==> src/rtl/thfs_pkg.sv <==
// shared constants, types and helpers of the two-hop follow suggestion block
package thfs_pkg;

  localparam int unsigned MAX_USERS = 64;
  localparam int unsigned USER_W    = 6;
  localparam int unsigned CMD_W     = 2;
  localparam int unsigned ADDR_W    = (MAX_USERS > 1) ? $clog2(MAX_USERS) : 1;
  localparam int unsigned CNT_W     = $clog2(MAX_USERS + 1);

  typedef logic [USER_W-1:0]    user_t;
  typedef logic [CMD_W-1:0]     cmd_t;
  typedef logic [MAX_USERS-1:0] row_t;
  typedef logic [ADDR_W-1:0]    addr_t;
  typedef logic [CNT_W-1:0]     cnt_t;

  typedef enum logic [CMD_W-1:0] {
    CMD_CLEAR = 2'd0,
    CMD_ADD   = 2'd1,
    CMD_QUERY = 2'd2
  } cmd_e;

  typedef enum logic [3:0] {
    ST_IDLE,
    ST_ADD_RD,
    ST_ADD_WR,
    ST_Q_SUBJ,
    ST_Q_DIR,
    ST_Q_GATH,
    ST_Q_FIN,
    ST_EMIT,
    ST_EMIT_NONE
  } state_e;

  typedef struct packed {
    logic  clr;
    logic  rd_en;
    addr_t rd_addr;
    logic  wr_en;
    addr_t wr_addr;
    row_t  wr_data;
  } mem_req_t;

  // user id lies below the user count
  function automatic logic in_range(user_t u);
    return (USER_W + 1)'(u) < (USER_W + 1)'(MAX_USERS);
  endfunction

  function automatic addr_t to_addr(user_t u);
    return u[ADDR_W-1:0];
  endfunction

endpackage

==> src/rtl/thfs_if.sv <==
// valid/ready channel interfaces for commands and suggestions
interface thfs_req_if;
  logic             valid;
  logic             ready;
  thfs_pkg::cmd_t   cmd;
  thfs_pkg::user_t  subject_user;
  thfs_pkg::user_t  target_user;

  modport source (output valid, output cmd, output subject_user, output target_user,
                  input ready);
  modport sink   (input valid, input cmd, input subject_user, input target_user,
                  output ready);
endinterface

interface thfs_rsp_if;
  logic             valid;
  logic             ready;
  thfs_pkg::user_t  suggested_user;
  logic             none_found;
  logic             last;

  modport source (output valid, output suggested_user, output none_found, output last,
                  input ready);
  modport sink   (input valid, input suggested_user, input none_found, input last,
                  output ready);
endinterface

==> src/rtl/thfs_row_mem.sv <==
// follow matrix storage: one row per user, registered read, per-row valid bits
module thfs_row_mem (
  input  logic               clk_i,
  input  logic               rst_ni,
  input  thfs_pkg::mem_req_t req_i,
  output thfs_pkg::row_t     rd_data_o
);
  import thfs_pkg::*;

  row_t                 mem_q [MAX_USERS];
  logic [MAX_USERS-1:0] valid_q;
  row_t                 rd_raw_q;
  logic                 rd_hit_q;

  // valid bits: a row never written since the last clear reads as zero
  always_ff @(posedge clk_i or negedge rst_ni) begin
    if (!rst_ni) begin
      valid_q  <= '0;
      rd_hit_q <= 1'b0;
    end else begin
      if (req_i.clr) begin
        valid_q <= '0;
      end else if (req_i.wr_en) begin
        valid_q[req_i.wr_addr] <= 1'b1;
      end
      if (req_i.rd_en) begin
        rd_hit_q <= valid_q[req_i.rd_addr];
      end
    end
  end

  always_ff @(posedge clk_i) begin
    if (req_i.wr_en) begin
      mem_q[req_i.wr_addr] <= req_i.wr_data;
    end
    if (req_i.rd_en) begin
      rd_raw_q <= mem_q[req_i.rd_addr];
    end
  end

  assign rd_data_o = rd_hit_q ? rd_raw_q : '0;

endmodule

==> src/rtl/thfs_seq.sv <==
// command sequencer: edge insert, two-hop gather over the rows, ordered emit
module thfs_seq (
  input  logic               clk_i,
  input  logic               rst_ni,
  thfs_req_if.sink           req_i,
  thfs_rsp_if.source         rsp_o,
  output thfs_pkg::mem_req_t mem_req_o,
  input  thfs_pkg::row_t     mem_rdata_i
);
  import thfs_pkg::*;

  state_e state_q, state_d;
  user_t  subj_q, subj_d;
  user_t  targ_q, targ_d;
  row_t   direct_q, direct_d;
  row_t   cand_q, cand_d;
  cnt_t   idx_q, idx_d;
  logic   pend_q, pend_d;
  addr_t  pend_idx_q, pend_idx_d;
  logic   out_valid_q, out_valid_d;
  user_t  out_user_q, out_user_d;
  logic   out_none_q, out_none_d;
  logic   out_last_q, out_last_d;

  logic   accept;
  logic   slot_free;
  logic   out_load;
  row_t   masked;
  row_t   rest;

  assign req_i.ready          = (state_q == ST_IDLE);
  assign accept               = req_i.valid && req_i.ready;
  assign slot_free            = !out_valid_q || rsp_o.ready;
  assign rsp_o.valid          = out_valid_q;
  assign rsp_o.suggested_user = out_user_q;
  assign rsp_o.none_found     = out_none_q;
  assign rsp_o.last           = out_last_q;

  assign masked = cand_q & ~direct_q & ~(row_t'(1) << subj_q);
  assign rest   = cand_q & ~(row_t'(1) << idx_q[ADDR_W-1:0]);

  always_comb begin
    state_d     = state_q;
    subj_d      = subj_q;
    targ_d      = targ_q;
    direct_d    = direct_q;
    cand_d      = cand_q;
    idx_d       = idx_q;
    pend_d      = 1'b0;
    pend_idx_d  = pend_idx_q;
    out_valid_d = out_valid_q;
    out_user_d  = out_user_q;
    out_none_d  = out_none_q;
    out_last_d  = out_last_q;
    out_load    = 1'b0;
    mem_req_o   = '0;

    if (out_valid_q && rsp_o.ready) begin
      out_valid_d = 1'b0;
    end

    // fold in the row read last cycle when the subject follows that user
    if (pend_q && direct_q[pend_idx_q]) begin
      cand_d = cand_q | mem_rdata_i;
    end

    case (state_q)
      ST_IDLE: begin
        if (accept) begin
          subj_d = req_i.subject_user;
          targ_d = req_i.target_user;
          case (cmd_e'(req_i.cmd))
            CMD_CLEAR: begin
              mem_req_o.clr = 1'b1;
            end
            CMD_ADD: begin
              if (in_range(req_i.subject_user) && in_range(req_i.target_user)) begin
                state_d = ST_ADD_RD;
              end
            end
            CMD_QUERY: begin
              state_d = in_range(req_i.subject_user) ? ST_Q_SUBJ : ST_EMIT_NONE;
            end
            default: ;
          endcase
        end
      end
      ST_ADD_RD: begin
        mem_req_o.rd_en   = 1'b1;
        mem_req_o.rd_addr = to_addr(subj_q);
        state_d           = ST_ADD_WR;
      end
      ST_ADD_WR: begin
        mem_req_o.wr_en   = 1'b1;
        mem_req_o.wr_addr = to_addr(subj_q);
        mem_req_o.wr_data = mem_rdata_i | (row_t'(1) << targ_q);
        state_d           = ST_IDLE;
      end
      ST_Q_SUBJ: begin
        mem_req_o.rd_en   = 1'b1;
        mem_req_o.rd_addr = to_addr(subj_q);
        state_d           = ST_Q_DIR;
      end
      ST_Q_DIR: begin
        direct_d = mem_rdata_i;
        cand_d   = '0;
        idx_d    = '0;
        state_d  = ST_Q_GATH;
      end
      ST_Q_GATH: begin
        if (idx_q < CNT_W'(MAX_USERS)) begin
          mem_req_o.rd_en   = 1'b1;
          mem_req_o.rd_addr = idx_q[ADDR_W-1:0];
          pend_d            = 1'b1;
          pend_idx_d        = idx_q[ADDR_W-1:0];
          idx_d             = idx_q + cnt_t'(1);
        end else begin
          state_d = ST_Q_FIN;
        end
      end
      ST_Q_FIN: begin
        cand_d  = masked;
        idx_d   = '0;
        state_d = (masked == '0) ? ST_EMIT_NONE : ST_EMIT;
      end
      ST_EMIT: begin
        if (cand_q[idx_q[ADDR_W-1:0]]) begin
          if (slot_free) begin
            out_load    = 1'b1;
            out_valid_d = 1'b1;
            out_user_d  = USER_W'(idx_q);
            out_none_d  = 1'b0;
            out_last_d  = (rest == '0);
            cand_d      = rest;
            idx_d       = idx_q + cnt_t'(1);
            if (rest == '0) begin
              state_d = ST_IDLE;
            end
          end
        end else begin
          idx_d = idx_q + cnt_t'(1);
        end
      end
      ST_EMIT_NONE: begin
        if (slot_free) begin
          out_load    = 1'b1;
          out_valid_d = 1'b1;
          out_user_d  = '0;
          out_none_d  = 1'b1;
          out_last_d  = 1'b1;
          state_d     = ST_IDLE;
        end
      end
      default: begin
        state_d = ST_IDLE;
      end
    endcase
  end

  always_ff @(posedge clk_i or negedge rst_ni) begin
    if (!rst_ni) begin
      state_q     <= ST_IDLE;
      pend_q      <= 1'b0;
      out_valid_q <= 1'b0;
    end else begin
      state_q     <= state_d;
      pend_q      <= pend_d;
      out_valid_q <= out_valid_d;
    end
  end

  always_ff @(posedge clk_i) begin
    subj_q     <= subj_d;
    targ_q     <= targ_d;
    direct_q   <= direct_d;
    cand_q     <= cand_d;
    idx_q      <= idx_d;
    pend_idx_q <= pend_idx_d;
    out_user_q <= out_user_d;
    out_none_q <= out_none_d;
    out_last_q <= out_last_d;
  end

  a_none_is_last: assert property (@(posedge clk_i) disable iff (!rst_ni)
    (out_valid_q && out_none_q) |-> (out_last_q && out_user_q == '0))
    else $error("no-suggestion item without last mark or with nonzero id");

  a_no_write_in_query: assert property (@(posedge clk_i) disable iff (!rst_ni)
    (state_q == ST_Q_GATH || state_q == ST_EMIT || state_q == ST_Q_FIN)
      |-> (!mem_req_o.wr_en && !mem_req_o.clr))
    else $error("row memory modified during a query");

  a_rise_from_emit: assert property (@(posedge clk_i) disable iff (!rst_ni)
    $rose(out_valid_q) |-> $past(state_q == ST_EMIT || state_q == ST_EMIT_NONE))
    else $error("result loaded outside the emit phase");

  a_last_ends_query: assert property (@(posedge clk_i) disable iff (!rst_ni)
    (out_load && out_last_d) |=> (state_q == ST_IDLE))
    else $error("sequencer kept running after the last result");

endmodule

==> src/rtl/two_hop_follow_suggest_core.sv <==
// top level of the two-hop follow suggestion block: sequencer around the follow matrix
// a clear acts on acceptance, an edge add reads the subject row and writes it back, and a query
// reads the subject row, then one row per user in the gather pass, then scans the candidates bit by bit
// to emit the ids; one command at a time, and a query holds the input until its last result is loaded,
// and the emit scan waits while a loaded result has not been taken
// reset: graph empty at once through per-row valid bits, no clearing pass needed
module two_hop_follow_suggest_core (
  input  logic       clk_i,
  input  logic       rst_ni,
  thfs_req_if.sink   req_i,
  thfs_rsp_if.source rsp_o
);
  import thfs_pkg::*;

  // request bundle from the sequencer to the follow matrix
  mem_req_t mem_req;
  // row data, valid in the cycle after the read request
  row_t     mem_rdata;

  // sequencer: takes commands, runs read-modify-write for edge adds,
  // sweeps the rows for a query and drives the output register
  thfs_seq u_seq (
    .clk_i       (clk_i),
    .rst_ni      (rst_ni),
    .req_i       (req_i),
    .rsp_o       (rsp_o),
    .mem_req_o   (mem_req),
    .mem_rdata_i (mem_rdata)
  );

  // follow matrix: bit t of row u means user u follows user t
  thfs_row_mem u_row_mem (
    .clk_i     (clk_i),
    .rst_ni    (rst_ni),
    .req_i     (mem_req),
    .rd_data_o (mem_rdata)
  );

endmodule
==> src/flat_wrapper.sv <==
// flat-port wrapper written by rule: the top's interface ports become plain ports
module two_hop_follow_suggest_core_flat import thfs_pkg::*;
  (clk_i, rst_ni, req_i_valid, req_i_cmd, req_i_subject_user, req_i_target_user, req_i_ready, rsp_o_valid, rsp_o_suggested_user, rsp_o_none_found, rsp_o_last, rsp_o_ready);
  thfs_req_if req_i_i ();
  thfs_rsp_if rsp_o_i ();
  input  logic clk_i;
  input  logic rst_ni;
  input wire logic [$bits(req_i_i.valid)-1:0] req_i_valid;
  input wire logic [$bits(req_i_i.cmd)-1:0] req_i_cmd;
  input wire logic [$bits(req_i_i.subject_user)-1:0] req_i_subject_user;
  input wire logic [$bits(req_i_i.target_user)-1:0] req_i_target_user;
  output wire logic [$bits(req_i_i.ready)-1:0] req_i_ready;
  output wire logic [$bits(rsp_o_i.valid)-1:0] rsp_o_valid;
  output wire logic [$bits(rsp_o_i.suggested_user)-1:0] rsp_o_suggested_user;
  output wire logic [$bits(rsp_o_i.none_found)-1:0] rsp_o_none_found;
  output wire logic [$bits(rsp_o_i.last)-1:0] rsp_o_last;
  input wire logic [$bits(rsp_o_i.ready)-1:0] rsp_o_ready;
  assign req_i_i.valid = req_i_valid;
  assign req_i_i.cmd = req_i_cmd;
  assign req_i_i.subject_user = req_i_subject_user;
  assign req_i_i.target_user = req_i_target_user;
  assign req_i_ready = req_i_i.ready;
  assign rsp_o_valid = rsp_o_i.valid;
  assign rsp_o_suggested_user = rsp_o_i.suggested_user;
  assign rsp_o_none_found = rsp_o_i.none_found;
  assign rsp_o_last = rsp_o_i.last;
  assign rsp_o_i.ready = rsp_o_ready;
  two_hop_follow_suggest_core u_core (.clk_i(clk_i), .rst_ni(rst_ni), .req_i(req_i_i), .rsp_o(rsp_o_i));
endmodule
==> config.mk <==
export PLATFORM = sky130hd
export DESIGN_NAME = two_hop_follow_suggest_core_flat
export DESIGN_NICKNAME = d
export VERILOG_FILES = /design/src/rtl/thfs_pkg.sv /design/src/rtl/thfs_if.sv /design/src/rtl/thfs_row_mem.sv /design/src/rtl/thfs_seq.sv /design/src/rtl/two_hop_follow_suggest_core.sv /design/src/flat_wrapper.sv
export SDC_FILE = /design/constraint.sdc
export NUM_CORES = 2
export LEC_CHECK = 0
export ABC_CLOCK_PERIOD_IN_PS = 9100
export BUFFER_PORTS_ARGS = -buffer_cell sky130_fd_sc_hd__buf_2
export CORE_MARGIN = 3
export CORE_UTILIZATION = 35
export DETAILED_ROUTE_END_ITERATION = 16
export MAX_ROUTING_LAYER = met4
export PLACE_DENSITY_LB_ADDON = 0.05
export SETUP_SLACK_MARGIN = 0.4
export SLEW_MARGIN = 5
export SYNTH_ARGS = -nofsm -noshare
export SYNTH_HDL_FRONTEND = slang
export SYNTH_SLANG_ARGS = --single-unit
export TNS_END_PERCENT = 1
==> constraint.sdc <==
create_clock -name clk_i -period 9.1 [get_ports clk_i]
set_input_delay 0.91 -clock clk_i [delete_from_list [all_inputs] [get_ports clk_i]]
set_output_delay 0.91 -clock clk_i [all_outputs]
set_load 0.05 [all_outputs]
==> flow_summary.ini <==
[yosys]
postSynthRegisterBits = 4392
synthDominantCellAreaShare = 0.754
synth_cells = 7905
yosys_warnings = 0
synth.most_common_cell = edfxtp_1
yosys_most_used_dff = edfxtp_1
netlist.top_cell.by_area = edfxtp_1
part_of_the_yosys_area_used_for_sequential_elements = 0.772
synth_async_sr_flop_share = 0.0162
synth_top_cells_by_count = edfxtp_1, mux4_2, a21oi_1, a22oi_1, nor2_1
post_synth_instance_area_mm2 = 0.170
number_of_enable_type_register_cells_in_the_synthesized_netlist = 4257
post_synth.cell_area_avg_um2 = 21.4
synth_cell_types = 75
synth_area_leaders = edfxtp_1, mux4_2, a22oi_1
synth.net_count = 7929

[critical_path]
crit_path_cell_trace = nor2b_1, a32o_4, buf_12, buf_4, mux4_2, a22o_1, a221oi_1, o221ai_1
reg2reg_from = u_core.u_seq.state_q[2]$_DFFE_PN0P_
worstPathArrival_ns = 6.04
sort_of_element_at_the_end_of_the_critical_path = register
max_stage_delay_ns = 1.07
crit_fanout = 84
worst_setup_path_start_kind = register
path_delay_family = compound AO/OA/AOI/OAI gates
worst_ep_required_time_ns = 9.83
combined_buffer_and_inverter_count_along_the_critical_path = 2
critPathKind = reg2reg
critical-path-slowest-cell = a32o_4
crit_start = u_core.u_seq.state_q[2]$_DFFE_PN0P_

[cts]
cts.path.max_buffers = 4
clk_pin_slew_worst_paths_ns = 0.06
cts_tree = done
cts_buffers = 482
clock_tree.root_cell = clkbuf_16
later_pin_clock_latency_in_the_skew_report_ns = 1.03
cts_sinks = 4392
h-tree-depth = 5

[timing]
setup_repair_after_global_routing_missed_its_margin = false
hold_ws_ns = 0.196
setup_slack_ns = 3.79
final-setup-viol-count = 0
fin_crit_sh = 0.583
max_freq_ghz = 0.188
totalNegativeSetupSlack_ns = 0
max_slew_violations = 0
slew-limit-headroom = 0.0745
tightestPinTransition_ns = 1.39
timing.clock.skew_ns = 0.0675
timing.final.hold_violations = 0
min_period_ns = 5.31

[route]
routed-via-count = 89900
post_drt_wl_per_cell_um = 41.4
postRouteAntennaNets = 0
postRouteWirelength_mm = 626
drt_drc = 0
drt_first_pass_iters = 8
vias_per_std_cell = 5.95
drt_iter0_drc = 11400

[floorplanning]
pin_count = 28
start_util = 0.353
standard_cell_core_area_mm2 = 0.481
die_width_um = 702
core.rowCount = 254
die_height_um = 702
die_area_mm2 = 0.493

[final_layout]
layout.filler_cells = 42600
drive_gt1_frac = 0.262
final_nets = 8317
layout.area.seq_mm2 = 0.131
area_delta_synth_final_pct = 15.7
area_of_the_multi_input_gates_mm2 = 0.0375
postLayoutCellArea_mm2 = 0.196

[global_route]
grt-ovfl-total = 0
grt_antenna_before_repair = 38
vias_in_the_first_global_route = 90300
pin_count_of_the_biggest_net_entering_global_routing = 98
grt_util_all_layers = 0.258
grt_pass1_wl_mm = 836

[hold_path]
min-delay-path-class = in2reg
hold_start = req_i_subject_user[1]

[place]
placedInstanceArea_mm2 = 0.180
port_buffers = 27
globalplace.congestion = 0.957
dp.final_hpwl_mm = 326
preCtsSetupSlack_ns = 3.77

[power_and_ir_drop]
leakage_nw = 51.1
vdd_drop_max_mv = 0.210
power_per_cell_area_mw_per_mm2 = 220

[run]
cap_violations = 0

[outcome]
outcome = finished, final reports clean
## worst paths after layout
kind | slack [ns] | cells past startpoint | end
worst max-delay path | 3.79 | 8 | u_core.u_row_mem.rd_raw_q[43]$_DFFE_PP_
worst min-delay path | 0.20 | 1 | u_core.u_seq.subj_q[1]$_DFFE_PP_
worst max register to register | 3.79 | 8 | u_core.u_row_mem.rd_raw_q[43]$_DFFE_PP_
worst min register to register | 0.49 | 1 | u_core.u_row_mem.valid_q[13]$_DFFE_PN0P_
max in group asynchronous | 7.56 | 3 | u_core.u_row_mem.rd_hit_q$_DFFE_PN0P_
min in group asynchronous | 0.29 | 2 | u_core.u_seq.state_q[1]$_DFFE_PN0P_
## cells by family (layout without fill, tap and decap cells)
family          Yosys count  count (layout)  share of synthesized area
other cells               0              10                          0
fa+ha+maj                 6               6                   0.000443
mux                    1087            1087                      0.142
simple gates            718             718                     0.0209
xor+xnor                  3               3                   0.000155
compound gates         1209            1209                     0.0509
buf+inv                 490            1291                     0.0134
flops                  4392            4392                      0.772
## placed cells by master, fill, tap and decap left out, types with 64 or more instances in the layout
cell / instances
nand2b_1: 76
mux4_2: 1057
nand2_1: 154
a22oi_1: 263
clkbuf_1: 90
buf_12: 74
nor2_4: 131
o221ai_1: 64
buf_4: 268
a21oi_1: 357
a221oi_1: 129
clkbuf_16: 490
a22o_1: 132
clkinv_1: 137
nor2_1: 108
o21a_1: 69
dfrtp_1: 70
and2_1: 73
dfxtp_1: 64
edfxtp_1: 4257
clkinv_2: 83
## repair_timing
| action | CTS | global route |
|---|---|---|
| setup buffers | 0 | 0 |
| hold buffers | 7 | 0 |
| endpoints found under the setup margin | 0 | 0 |
| hold endpoints to repair | 9 | 0 |
| gates resized for setup | 0 | 0 |
## area by class of cell
type,instances,share of cell area
clock inverters,310,0.0154
inverters,10,0.000191
clock buffers,587,0.0647
flip-flops and latches,4392,0.667
multi-input cells,3023,0.191
repair buffers,384,0.0201
well taps,6400,0.0408
diodes,10,0.000128
## through the flow
stage | std cells | utilization | total power, W
2_1_floorplan | 7905 | - | 0.0234
5_1_grt | 15100 | 0.408 | 0.0445
6_report | 15100 | 0.408 | 0.0432
3_3_place_gp | 14200 | 0.374 | 0.0240
3_5_place_dp | 14200 | 0.374 | 0.0240
4_1_cts | 15100 | 0.407 | 0.0436
## worst reg2reg max path, cell delays in order, from the launching register on
cell      delay, ns
dfrtp_1        0.60
nor2b_1        0.61
a32o_4         1.07
buf_12         0.67
buf_4          0.78
mux4_2         0.47
a22o_1         0.29
a221oi_1       0.33
o221ai_1       0.19
## layer usage
layer	routed length (um)	up-vias	track usage
met5	0	-	-
met4	19300	0	0.0697
met3	36300	878	0.0306
li1	-	34600	-
met2	301000	3535	0.410
met1	270000	50900	0.355
## flip-flops by register name, summed over array words and instances, names as in the netlist
name / cells
u_core.u_seq.idx_q: 7
u_core.u_seq.targ_q: 6
u_core.u_seq.state_q: 4
u_core.u_row_mem.mem_q: 4096
u_core.u_seq.pend_idx_q: 6
u_core.u_seq.subj_q: 6
u_core.u_row_mem.rd_hit_q: 1
u_core.u_seq.rsp_o.last: 1
u_core.u_row_mem.rd_raw_q: 64
u_core.u_seq.rsp_o.suggested_user: 6
u_core.u_row_mem.valid_q: 64
u_core.u_seq.pend_q: 1
u_core.u_seq.rsp_o.valid: 1
u_core.u_seq.cand_q: 64
u_core.u_seq.rsp_o.none_found: 1
u_core.u_seq.direct_q: 64
## where the power goes
group / leakage, nW / total (W) / internal [W] / switching, W
combinational: 12.6 / 0.00132 / 0.000361 / 0.000956
clock: 7.67 / 0.0196 / 0.0114 / 0.00820
sequential: 30.8 / 0.0223 / 0.0220 / 0.000278
Note: power is estimated with default switching activity, not from simulation.
